### src/rtl/assert_macros.svh
// ----------------------------------------------------------------------------
// Assertion macros
// Clocked assertions, disabled while the active-low reset is asserted.
// ----------------------------------------------------------------------------
`ifndef ASSERT_MACROS_SVH
`define ASSERT_MACROS_SVH

`define ASSERT_CLK(label, clk, rstn, prop, msg) \
    label: assert property (@(posedge clk) disable iff (!rstn) prop) else $error(msg);

`define ASSERT_IMPL(label, clk, rstn, ante, cons, msg) \
    label: assert property (@(posedge clk) disable iff (!rstn) (ante) |-> (cons)) \
        else $error(msg);

`endif

### src/rtl/ctir_pkg.sv
// ----------------------------------------------------------------------------
// ctir_pkg
// Shared widths, register codes and sideband types of the tile index remap.
// ----------------------------------------------------------------------------
package ctir_pkg;

    localparam int MAX_FREQ_BITS = 12;
    localparam int MAX_TIME_BITS = 16;
    localparam int IDX_W         = 28;
    localparam int FREQ_W        = MAX_FREQ_BITS + 1;
    localparam int TIME_W        = MAX_TIME_BITS + 1;
    localparam int DIV_W         = 30;
    localparam int SIDE_W        = 64;
    localparam int PROD_W        = 2 * TIME_W;
    localparam int ADDR_W        = 5;

    localparam logic [2:0] REG_CHUNKING  = 3'd0;
    localparam logic [2:0] REG_FREQ      = 3'd1;
    localparam logic [2:0] REG_TIME      = 3'd2;
    localparam logic [2:0] REG_TILE_FREQ = 3'd3;
    localparam logic [2:0] REG_TILE_TIME = 3'd4;

    typedef struct packed {
        logic              chunking;
        logic [FREQ_W-1:0] nf;
        logic [TIME_W-1:0] nt;
        logic [FREQ_W-1:0] cf;
        logic [TIME_W-1:0] ct;
        logic [DIV_W-1:0]  row;
        logic [DIV_W-1:0]  total;
    } cfg_t;

    typedef struct packed {
        logic [SIDE_W-IDX_W-2:0] pad;
        logic                    beyond;
        logic [IDX_W-1:0]        idx;
    } side1_t;

    typedef struct packed {
        logic [SIDE_W-IDX_W-2-2*TIME_W:0] pad;
        logic [TIME_W-1:0]                tw;
        logic [TIME_W-1:0]                tbase;
        logic                             beyond;
        logic [IDX_W-1:0]                 idx;
    } side2_t;

    typedef struct packed {
        logic [SIDE_W-IDX_W-2-TIME_W-FREQ_W:0] pad;
        logic [FREQ_W-1:0]                     ci;
        logic [TIME_W-1:0]                     tbase;
        logic                                  beyond;
        logic [IDX_W-1:0]                      idx;
    } side3_t;

endpackage

### src/rtl/ctir_cfg.sv
// ----------------------------------------------------------------------------
// ctir_cfg
// APB register file, clamped dimensions and registered row and total sizes.
// ----------------------------------------------------------------------------
module ctir_cfg
    import ctir_pkg::*;
(
    input  logic              aclk,
    input  logic              aresetn,
    input  logic              psel,
    input  logic              penable,
    input  logic              pwrite,
    input  logic [ADDR_W-1:0] paddr,
    input  logic [31:0]       pwdata,
    output logic [31:0]       prdata,
    output logic              pready,
    output cfg_t              cfg
);

    logic              chunking_reg;
    logic [FREQ_W-1:0] freq_reg;
    logic [TIME_W-1:0] time_reg;
    logic [FREQ_W-1:0] tile_freq_reg;
    logic [TIME_W-1:0] tile_time_reg;
    logic [DIV_W-1:0]  row_reg;
    logic [DIV_W-1:0]  total_reg;
    logic [FREQ_W-1:0] nf, cf_raw, cf;
    logic [TIME_W-1:0] nt, ct_raw, ct;
    logic              wr;

    assign pready = 1'b1;
    assign wr     = psel && penable && pwrite;

    always_ff @(posedge aclk) begin
        if (!aresetn) begin
            chunking_reg  <= 1'b0;
            freq_reg      <= FREQ_W'(1024);
            time_reg      <= TIME_W'(1);
            tile_freq_reg <= FREQ_W'(1);
            tile_time_reg <= TIME_W'(1);
        end else if (wr) begin
            case (paddr[4:2])
                REG_CHUNKING:  chunking_reg  <= pwdata[0];
                REG_FREQ:      freq_reg      <= pwdata[FREQ_W-1:0];
                REG_TIME:      time_reg      <= pwdata[TIME_W-1:0];
                REG_TILE_FREQ: tile_freq_reg <= pwdata[FREQ_W-1:0];
                REG_TILE_TIME: tile_time_reg <= pwdata[TIME_W-1:0];
                default: ;
            endcase
        end
    end

    always_comb begin
        case (paddr[4:2])
            REG_CHUNKING:  prdata = {31'b0, chunking_reg};
            REG_FREQ:      prdata = {{(32-FREQ_W){1'b0}}, freq_reg};
            REG_TIME:      prdata = {{(32-TIME_W){1'b0}}, time_reg};
            REG_TILE_FREQ: prdata = {{(32-FREQ_W){1'b0}}, tile_freq_reg};
            REG_TILE_TIME: prdata = {{(32-TIME_W){1'b0}}, tile_time_reg};
            default:       prdata = '0;
        endcase
    end

    assign nf     = (freq_reg == '0) ? FREQ_W'(1) : freq_reg;
    assign nt     = (time_reg == '0) ? TIME_W'(1) : time_reg;
    assign cf_raw = (tile_freq_reg == '0) ? FREQ_W'(1) : tile_freq_reg;
    assign ct_raw = (tile_time_reg == '0) ? TIME_W'(1) : tile_time_reg;
    assign cf     = (cf_raw < nf) ? cf_raw : nf;
    assign ct     = (ct_raw < nt) ? ct_raw : nt;

    always_ff @(posedge aclk) begin
        row_reg   <= DIV_W'(ct * nf);
        total_reg <= DIV_W'(nt * nf);
    end

    assign cfg.chunking = chunking_reg;
    assign cfg.nf       = nf;
    assign cfg.nt       = nt;
    assign cfg.cf       = cf;
    assign cfg.ct       = ct;
    assign cfg.row      = row_reg;
    assign cfg.total    = total_reg;

endmodule

### config.mk
export PLATFORM = sky130hd
export DESIGN_NAME = ctir_cfg
export DESIGN_NICKNAME = d
export VERILOG_FILES = /design/src/rtl/assert_macros.svh /design/src/rtl/ctir_pkg.sv /design/src/rtl/ctir_cfg.sv
export SDC_FILE = /design/constraint.sdc
export NUM_CORES = 1
export LEC_CHECK = 0
export BUFFER_PORTS_ARGS = -buffer_cell sky130_fd_sc_hd__buf_2
export CORE_MARGIN = 4
export CORE_UTILIZATION = 35
export CTS_CLUSTER_DIAMETER = 150
export DETAILED_ROUTE_END_ITERATION = 10
export SYNTH_ARGS = -nofsm -noshare
export SYNTH_HDL_FRONTEND = slang
export SYNTH_SLANG_ARGS = --single-unit
### constraint.sdc
create_clock -name aclk -period 12.53 [get_ports aclk]
set_input_delay 1.8795 -clock aclk [delete_from_list [all_inputs] [get_ports aclk]]
set_output_delay 1.8795 -clock aclk [all_outputs]
set_load 0.03 [all_outputs]
### Yosys cells after proc, flatten, opt, wreduce, memory -nomap -nowiden

Index checks and enable logic that the tools add are counted.

| operators by class | value |
|---|---|
| reduce and logical (&&, ||, !) cells | 12 |
| equality and inequality tests | 4 |
| multiplexer cells | 7 |
| magnitude comparators | 2 |
| multipliers | 2 |

Operators with widths:

| cell | number |
|---|---|
| $pmux W17 S5 | 1 |
| $mul A17 B13 Y30 | 2 |
| $mux W17 | 3 |
| $mux W13 | 3 |
| $logic_not A17 Y1 | 2 |
| $logic_not A13 Y1 | 2 |
| $lt A17 B17 Y1 | 1 |
| $lt A13 B13 Y1 | 1 |
| $reduce_and A2 Y1 | 5 |
| $eq A3 B2 Y1 const B | 2 |
| $eq A3 B1 Y1 const B | 1 |
| $eq A3 B3 Y1 const B | 1 |
| $logic_not A3 Y1 | 1 |
| $logic_and A1 B1 Y1 | 2 |

| word-level totals | value |
|---|---|
| bits in registers | 121 |
| logic and storage cells | 34 |
| input port bits | 42 |

### Depth between registers and ports, before layout

Gate-level depths: netlist of the first run.

| logic depth | value |
|---|---|
| word-level depth | 5 |
| mapped depth | 31 |

### Worst setup path after synthesis of the first run

No wires, ideal clock.

| timing path | value |
|---|---|
| path kind | register to register |
| start | reg time_reg[6] |
| end | reg row_reg[27] |
| stages on the path, launching flop included | 30 |
| clock period less this slack | 7.391 ns |
| buffers on the path | 3 |
| slack | 5.139 ns |
| data required time | 12.452 ns |
| arrival | 7.313 ns |
| library setup time | 0.078 ns |
| cell sequence | dfxtp_1 > clkbuf_1 > clkinv_1 > ha_1 > a21o_1 > a21o_1 > a21oi_1 > o21ai_0 > a221oi_4 > buf_6 > mux2_4 > buf_6 > and2_1 > fa_1 > inv_1 > fa_1 > inv_1 > fa_1 > fa_1 > inv_1 > fa_1 > inv_1 > ha_1 > nand2_1 > o21ai_0 > nor2b_1 > a22o_1 > o311a_1 > nor4bb_1 > nor3_1 |

RTL lines:

| element | RTL line | RTL |
|---|---|---|
| start, declared | ctir_cfg.sv:22 | `logic [TIME_W-1:0] time_reg;` |
| start signal, assigned | ctir_cfg.sv:45 | `REG_TIME: time_reg <= pwdata[TIME_W-1:0];` |
| end signal, assigned | ctir_cfg.sv:72 | `row_reg <= DIV_W'(ct * nf);` |
| end, declared | ctir_cfg.sv:25 | `logic [DIV_W-1:0] row_reg;` |

### Worst setup path in the final report of the first run

| timing path | value |
|---|---|
| start | reg time_reg[15] |
| end | reg row_reg[29] |

| between the ends | value |
|---|---|
| longest elaborated chain between the ends | 5 |

RTL lines:

| element | RTL line | RTL |
|---|---|---|
| $logic_not A17 Y1 | ctir_cfg.sv:65 | `assign nt = (time_reg == '0) ? TIME_W'(1) : time_reg;` |
| $mux W17 (*) | ctir_cfg.sv:65 |  |
| $lt A17 B17 Y1 | ctir_cfg.sv:69 | `assign ct = (ct_raw < nt) ? ct_raw : nt;` |
| $mux W17 (*) | ctir_cfg.sv:69 |  |
| $mul A17 B13 Y30 (*) | ctir_cfg.sv:72 |  |

Mark *: on every way between the ends. The rest lies on a longest branch, timed or not.
A chain may end at the register's enable or synchronous reset.

==> run metrics, run 1 <==
status=completed; grt ovf=0; post-route cell area=21,400 µm²; Worst VDD drop=97.1 µV; vias in the first global route=17,200; share of cells above drive strength 1=0.113; FFs w/ async S/R, synth=0; Clock Tree Root=clkbuf_16; Slew HR=0.197; CP Capture Type=flop; max-slew violations=0; initial core utilization=0.354; sequential-to-total area share from yosys stat=0.124; # clock sinks=121; most frequent cell after synthesis=inv_1; CTS Buffer Depth=2; Primary FF master, synth=dfxtp_1; final hold violation count=0; CTS tree=yes; drt via density=5.15; gpl congestion=0.897; static leakage=approximately 10 nW; Core Area=55,200 µm²; setup TNS=0 ns; Fmax=112 MHz; Placed Instance Area=between 20,000 and 25,000 µm²; r2r setup slk=3.62 ns; CTS clk-pin slew, worst paths=0.08 ns; WL/cell=roughly 19 µm; cts repair resizes=0; worst hold path class=reg -> reg; Skew-Pair Late Insertion Delay=0.49 ns; die area=59,700 µm²; total power=0.00100 W; Synth Cell Area=19,600 µm²; first-pass GRT wire length=95.0 mm; DR DRC count=0; Post-synth EDFFs=0; num ports=196; Area growth syn-to-layout=9.45%; Place WS=around 3.8 ns; crit path DAT=9.32 ns; min Tclk post-route=8.91 ns; crit path max fanout=16; I/O Buffers=162; Num CTS Buffers=17; number of setup buffers added after CTS=0; Final period util=0.711; fin util=0.388; PD cells=46.8 nW/µm²; synthesized area per cell=8.40 µm²; Via Count=16,200; Netlist cell types=66; unrepaired setup endpoints after global routing=false; final WL=58.7 mm; nets=2,925; Setup CP Type=reg -> reg; DP HPWL=45.6 mm; Max Cap Violations=0; largest net degree at the start of global routing=62; global-route usage over all layers=0.204; fin worst setup slack=3.62 ns; Synth area leader=fa_1; initial drt markers=roughly 1,200; initial antenna violation count=0; Worst-Margin Slew=approximately 1.2 ns; startpoint types=flop; TritonRoute pass-1 iters=8; H-tree depth=4; cell count after synthesis=2,328; Layout Skew=about 0.02 ns; die width=244 µm; Yosys reg bits=around 120; Detail Route Antenna Nets=0; number of core rows=86; main area contributors after synthesis=fa_1 34%, dfxtp_1 12%, ha_1 11%; height of the die=244 µm; Yosys Warn Count=0; hold_buf cts=0; post-synth top area share=0.338; final setup fails=0; Post-synth top cells=410 x inv_1, 381 x nand2_1, 330 x fa_1, 178 x ha_1, 177 x nor2_1; worst endpoint required time=approximately 13 ns
[kinds of logic (layout without fill, tap and decap cells)]
logic type	count (synthesis)	in the layout	synth area share
and+or+nand+nor	724	724	0.160
buffers and inverters	606	652	0.123
adders and majority gates	508	508	0.452
AOI/OAI and AO/OA	279	279	0.0954
DFF	121	121	0.124
xor gates and xnor gates	44	44	0.0197
muxes	44	44	0.0265
other	2	17	0.000384
[where the power goes]
part           switching (W)  internal, W
registers         0.00000389     0.000388
logic              0.0000624    0.0000270
clock network       0.000253     0.000269
[through the flow]
step / hold slack (ns) / cells
after floorplan: 0.466 / 2342
after global placement: 0.486 / 3104
after detailed placement: 0.506 / 3104
after CTS: 0.517 / 3136
after global routing: 0.560 / 3136
final: 0.519 / 3137
[worst max-delay path, stage by stage (launching register included)]
cell and delay [ns]:
dfxtp_1 0.70, clkinv_1 0.52, ha_1 0.47, a21o_1 0.16, a21oi_1 0.16, o41ai_1 0.17, a221oi_4 0.85, mux2i_2 0.78
inv_2 0.21, nand2_1 0.15, fa_1 0.44, fa_1 0.51, inv_1 0.06, fa_1 0.46, fa_1 0.49, inv_1 0.05
fa_1 0.48, inv_1 0.04, ha_1 0.37, nand2_1 0.07, o21ai_0 0.38, a211oi_1 0.20, o31ai_1 0.59, o31ai_1 0.17
a21oi_1 0.21, xnor2_1 0.13
[placed cells by master (no fill, tap or decap), types with 30 or more instances in the layout]
cell,Yosys,routed
and2_1,78,78
buf_2,7,162
o21ai_0,61,61
nand2_1,381,381
dfxtp_1,121,118
inv_1,410,410
nor2_1,177,177
xnor2_1,30,30
fa_1,330,330
buf_4,19,30
a21oi_1,53,53
a21boi_0,45,45
a21o_1,31,31
ha_1,178,178
[per-layer routing]
metal,share of wire,routed length [µm],vias up,GRT usage
li1,-,-,7204,-
met1,0.44,25800,8173,0.280
met2,0.46,26800,687,0.325
met3,0.079,4610,99,0.0376
met4,0.025,1480,0,0.0676
met5,0,0,-,0
[final cells by class]
type                    count  area, µm²
diodes                      1       2.50
clock buffers              17        425
clock inverters            15        171
fillers                  5606      33800
inverters                 428       1610
multi-input cells        1615      14800
flip-flops and latches    121       2430
well taps                 748        936
repair buffers            192       1040
[worst paths after layout]
path	startpoint	end	depth (start not counted)
max	time_reg[15]	row_reg[29]	25
min	freq_reg[3]	freq_reg[3]	2
max reg2reg	time_reg[15]	row_reg[29]	25
min reg2reg	freq_reg[3]	freq_reg[3]	2
No activity file was read; power rests on OpenSTA's default activity.
==> run 2: changes to the inputs <==
Clock period 12.53 ns to 9.1 ns, I/O delays scaled along.
==> run 2 against run 1 <==
- combinational power increased by 42%
- fmax increased by 11%
- clock skew decreased by 0.0084 ns
- clock power increased by 38%
- via count increased by 0.36%
- design area increased by 0.78%
- core utilization increased by 0.30 points
- first-iteration DRC count increased by 4.5%
==> run metrics, run 2 (synthesis gave the netlist of run 1 again) <==
num ports=196 (unchanged); initial core utilization=0.354 (unchanged); drt via density=5.14 (was 5.15); Crit. Startpoint=time_reg[16] (was time_reg[15]); cts repair resizes=0 (unchanged); Top delay family on crit path=adder cells (unchanged); CP Capture Type=flop (unchanged); TritonRoute pass-1 iters=6 (was 8); WP buf/inv=6 (was 5); H-tree depth=4 (unchanged); Met1 Routed Length=25.9 mm (was 25.8 mm); die area=59,700 µm² (unchanged); final hold violation count=0 (unchanged); share of cells above drive strength 1=0.121 (was 0.113); gpl congestion=0.906 (was 0.897); CTS clk-pin slew, worst paths=0.07 ns (was 0.08 ns); Skew-Pair Late Insertion Delay=0.49 ns (about the same); initial drt markers=1,219 (was 1,167); final WL=59.8 mm (was 58.7 mm); # clock sinks=121 (unchanged); worst endpoint required time=9.51 ns (was 12.94 ns); most frequent cells in the layout=410 x inv_1, 381 x nand2_1, 330 x fa_1 (unchanged); Layout Skew=0.0120 ns (was 0.0204 ns); Placed Instance Area=21,000 µm² (was 20,800 µm²); Place WS=1.27 ns (was 3.84 ns); final setup fails=0 (unchanged); number of core rows=86 (unchanged); unrepaired setup endpoints after global routing=false (unchanged); met2 routed WL=26.8 mm (about the same); fin worst setup slack=1.10 ns (was 3.62 ns); Clock Tree Root=clkbuf_16 (unchanged); largest net degree at the start of global routing=62 (unchanged); DP HPWL=46.9 mm (was 45.6 mm); height of the die=244 µm (unchanged); crit path max fanout=14 (was 16); Critical Path Slowest Stage Cell=o41ai_1 (was a221oi_4); die width=244 µm (unchanged); Ant. Diodes=0 (was 1); nets=2,947 (was 2,925); worst hold path class=reg -> reg (unchanged); Fillers=5,641 (was 5,606); post-route cell area=21,600 µm² (was 21,400 µm²); vias in the first global route=17,000 (was 17,200); initial antenna violation count=0 (unchanged); DR DRC count=0 (unchanged); Fmax=125 MHz (was 112 MHz); global-route usage over all layers=0.205 (was 0.204); setup TNS=0 ns (unchanged); first-pass GRT wire length=95.0 mm (about the same); Core Area=55,200 µm² (unchanged); PD cells=64.3 nW/µm² (was 46.8 nW/µm²); number of setup buffers added after CTS=0 (unchanged); Setup CP Type=reg -> reg (unchanged); CTS Buffer Depth=2 (unchanged); static leakage=10.5 nW (was 10.4 nW); total power=0.00139 W (was 0.00100 W); top sig layer=met4 (unchanged); Final period util=0.879 (was 0.711); startpoint types=flop (unchanged); Worst VDD drop=150 µV (was 97.1 µV); met3 WL=5.43 mm (was 4.61 mm); max-slew violations=0 (unchanged); hold path startpoint=freq_reg[3] (unchanged); Slew HR=0.138 (was 0.197); Area growth syn-to-layout=10.3% (was 9.45%); Num CTS Buffers=17 (unchanged); Detail Route Antenna Nets=0 (unchanged); commonest non-fill, non-tap cell in the layout=inv_1 (unchanged); Critical Path Most Common Cell=fa_1 (unchanged); Max Cap Violations=0 (unchanged); CTS tree=yes (unchanged); I/O Buffers=162 (unchanged); hold_buf cts=0 (unchanged); fin util=0.391 (was 0.388); min Tclk post-route=8.00 ns (was 8.91 ns); WL/cell=18.9 µm (was 18.7 µm); CP peak stage delay=0.79 ns (was 0.85 ns); crit path DAT=8.41 ns (was 9.32 ns); Worst R2R Start=time_reg[16] (was time_reg[15]); grt ovf=0 (unchanged); Worst-Margin Slew=1.29 ns (was 1.20 ns); status=completed (unchanged); Via Count=16,200 (about the same)
-- run 2: layout make-up --
type | instances | area [µm²] | share of cell area
inverters | 428 | 1610 | 0.0745
repair buffers | 214 | 1200 | 0.0557
multi-input cells | 1615 | 14800 | 0.686
clock buffers | 17 | 425 | 0.0197
flip-flops and latches | 121 | 2430 | 0.112
clock inverters | 15 | 175 | 0.00812
well taps | 748 | 936 | 0.0434
-- run 2: path summary, 6_finish.rpt --
check / to / slack, ns / cells after the start
worst max-delay path: row_reg[26] / 1.10 / 25
worst min-delay path: freq_reg[3] / 0.53 / 2
worst max register to register: row_reg[26] / 1.10 / 25
worst min register to register: freq_reg[3] / 0.53 / 2
-- run 2: routing by layer --
| layer | GRT usage | up-vias |
|---|---|---|
| met5 | 0 | - |
| li1 | - | 7241 |
| met1 | 0.280 | 8141 |
| met2 | 0.320 | 738 |
| met4 | 0.0690 | 0 |
| met3 | 0.0508 | 101 |
-- run 2: power breakdown --
part           internal (W)  total (W)  switching (W)
Combinational     0.0000396   0.000127      0.0000877
Sequential         0.000534   0.000539     0.00000506
Clock              0.000392   0.000721       0.000329
-- run 2: metrics by stage --
stage / std cells / hold slack [ns]
3_3_place_gp: 3126 / 0.484
3_5_place_dp: 3126 / 0.513
6_report: 3158 / 0.534
4_1_cts: 3158 / 0.521
5_1_grt: 3158 / 0.548
2_1_floorplan: 2342 / 0.466
-- run 2: worst min-delay path, stage by stage, from the launching register on --
cell	delay [ns]
dfxtp_1	0.35
nand2_1	0.06
a21boi_0	0.07
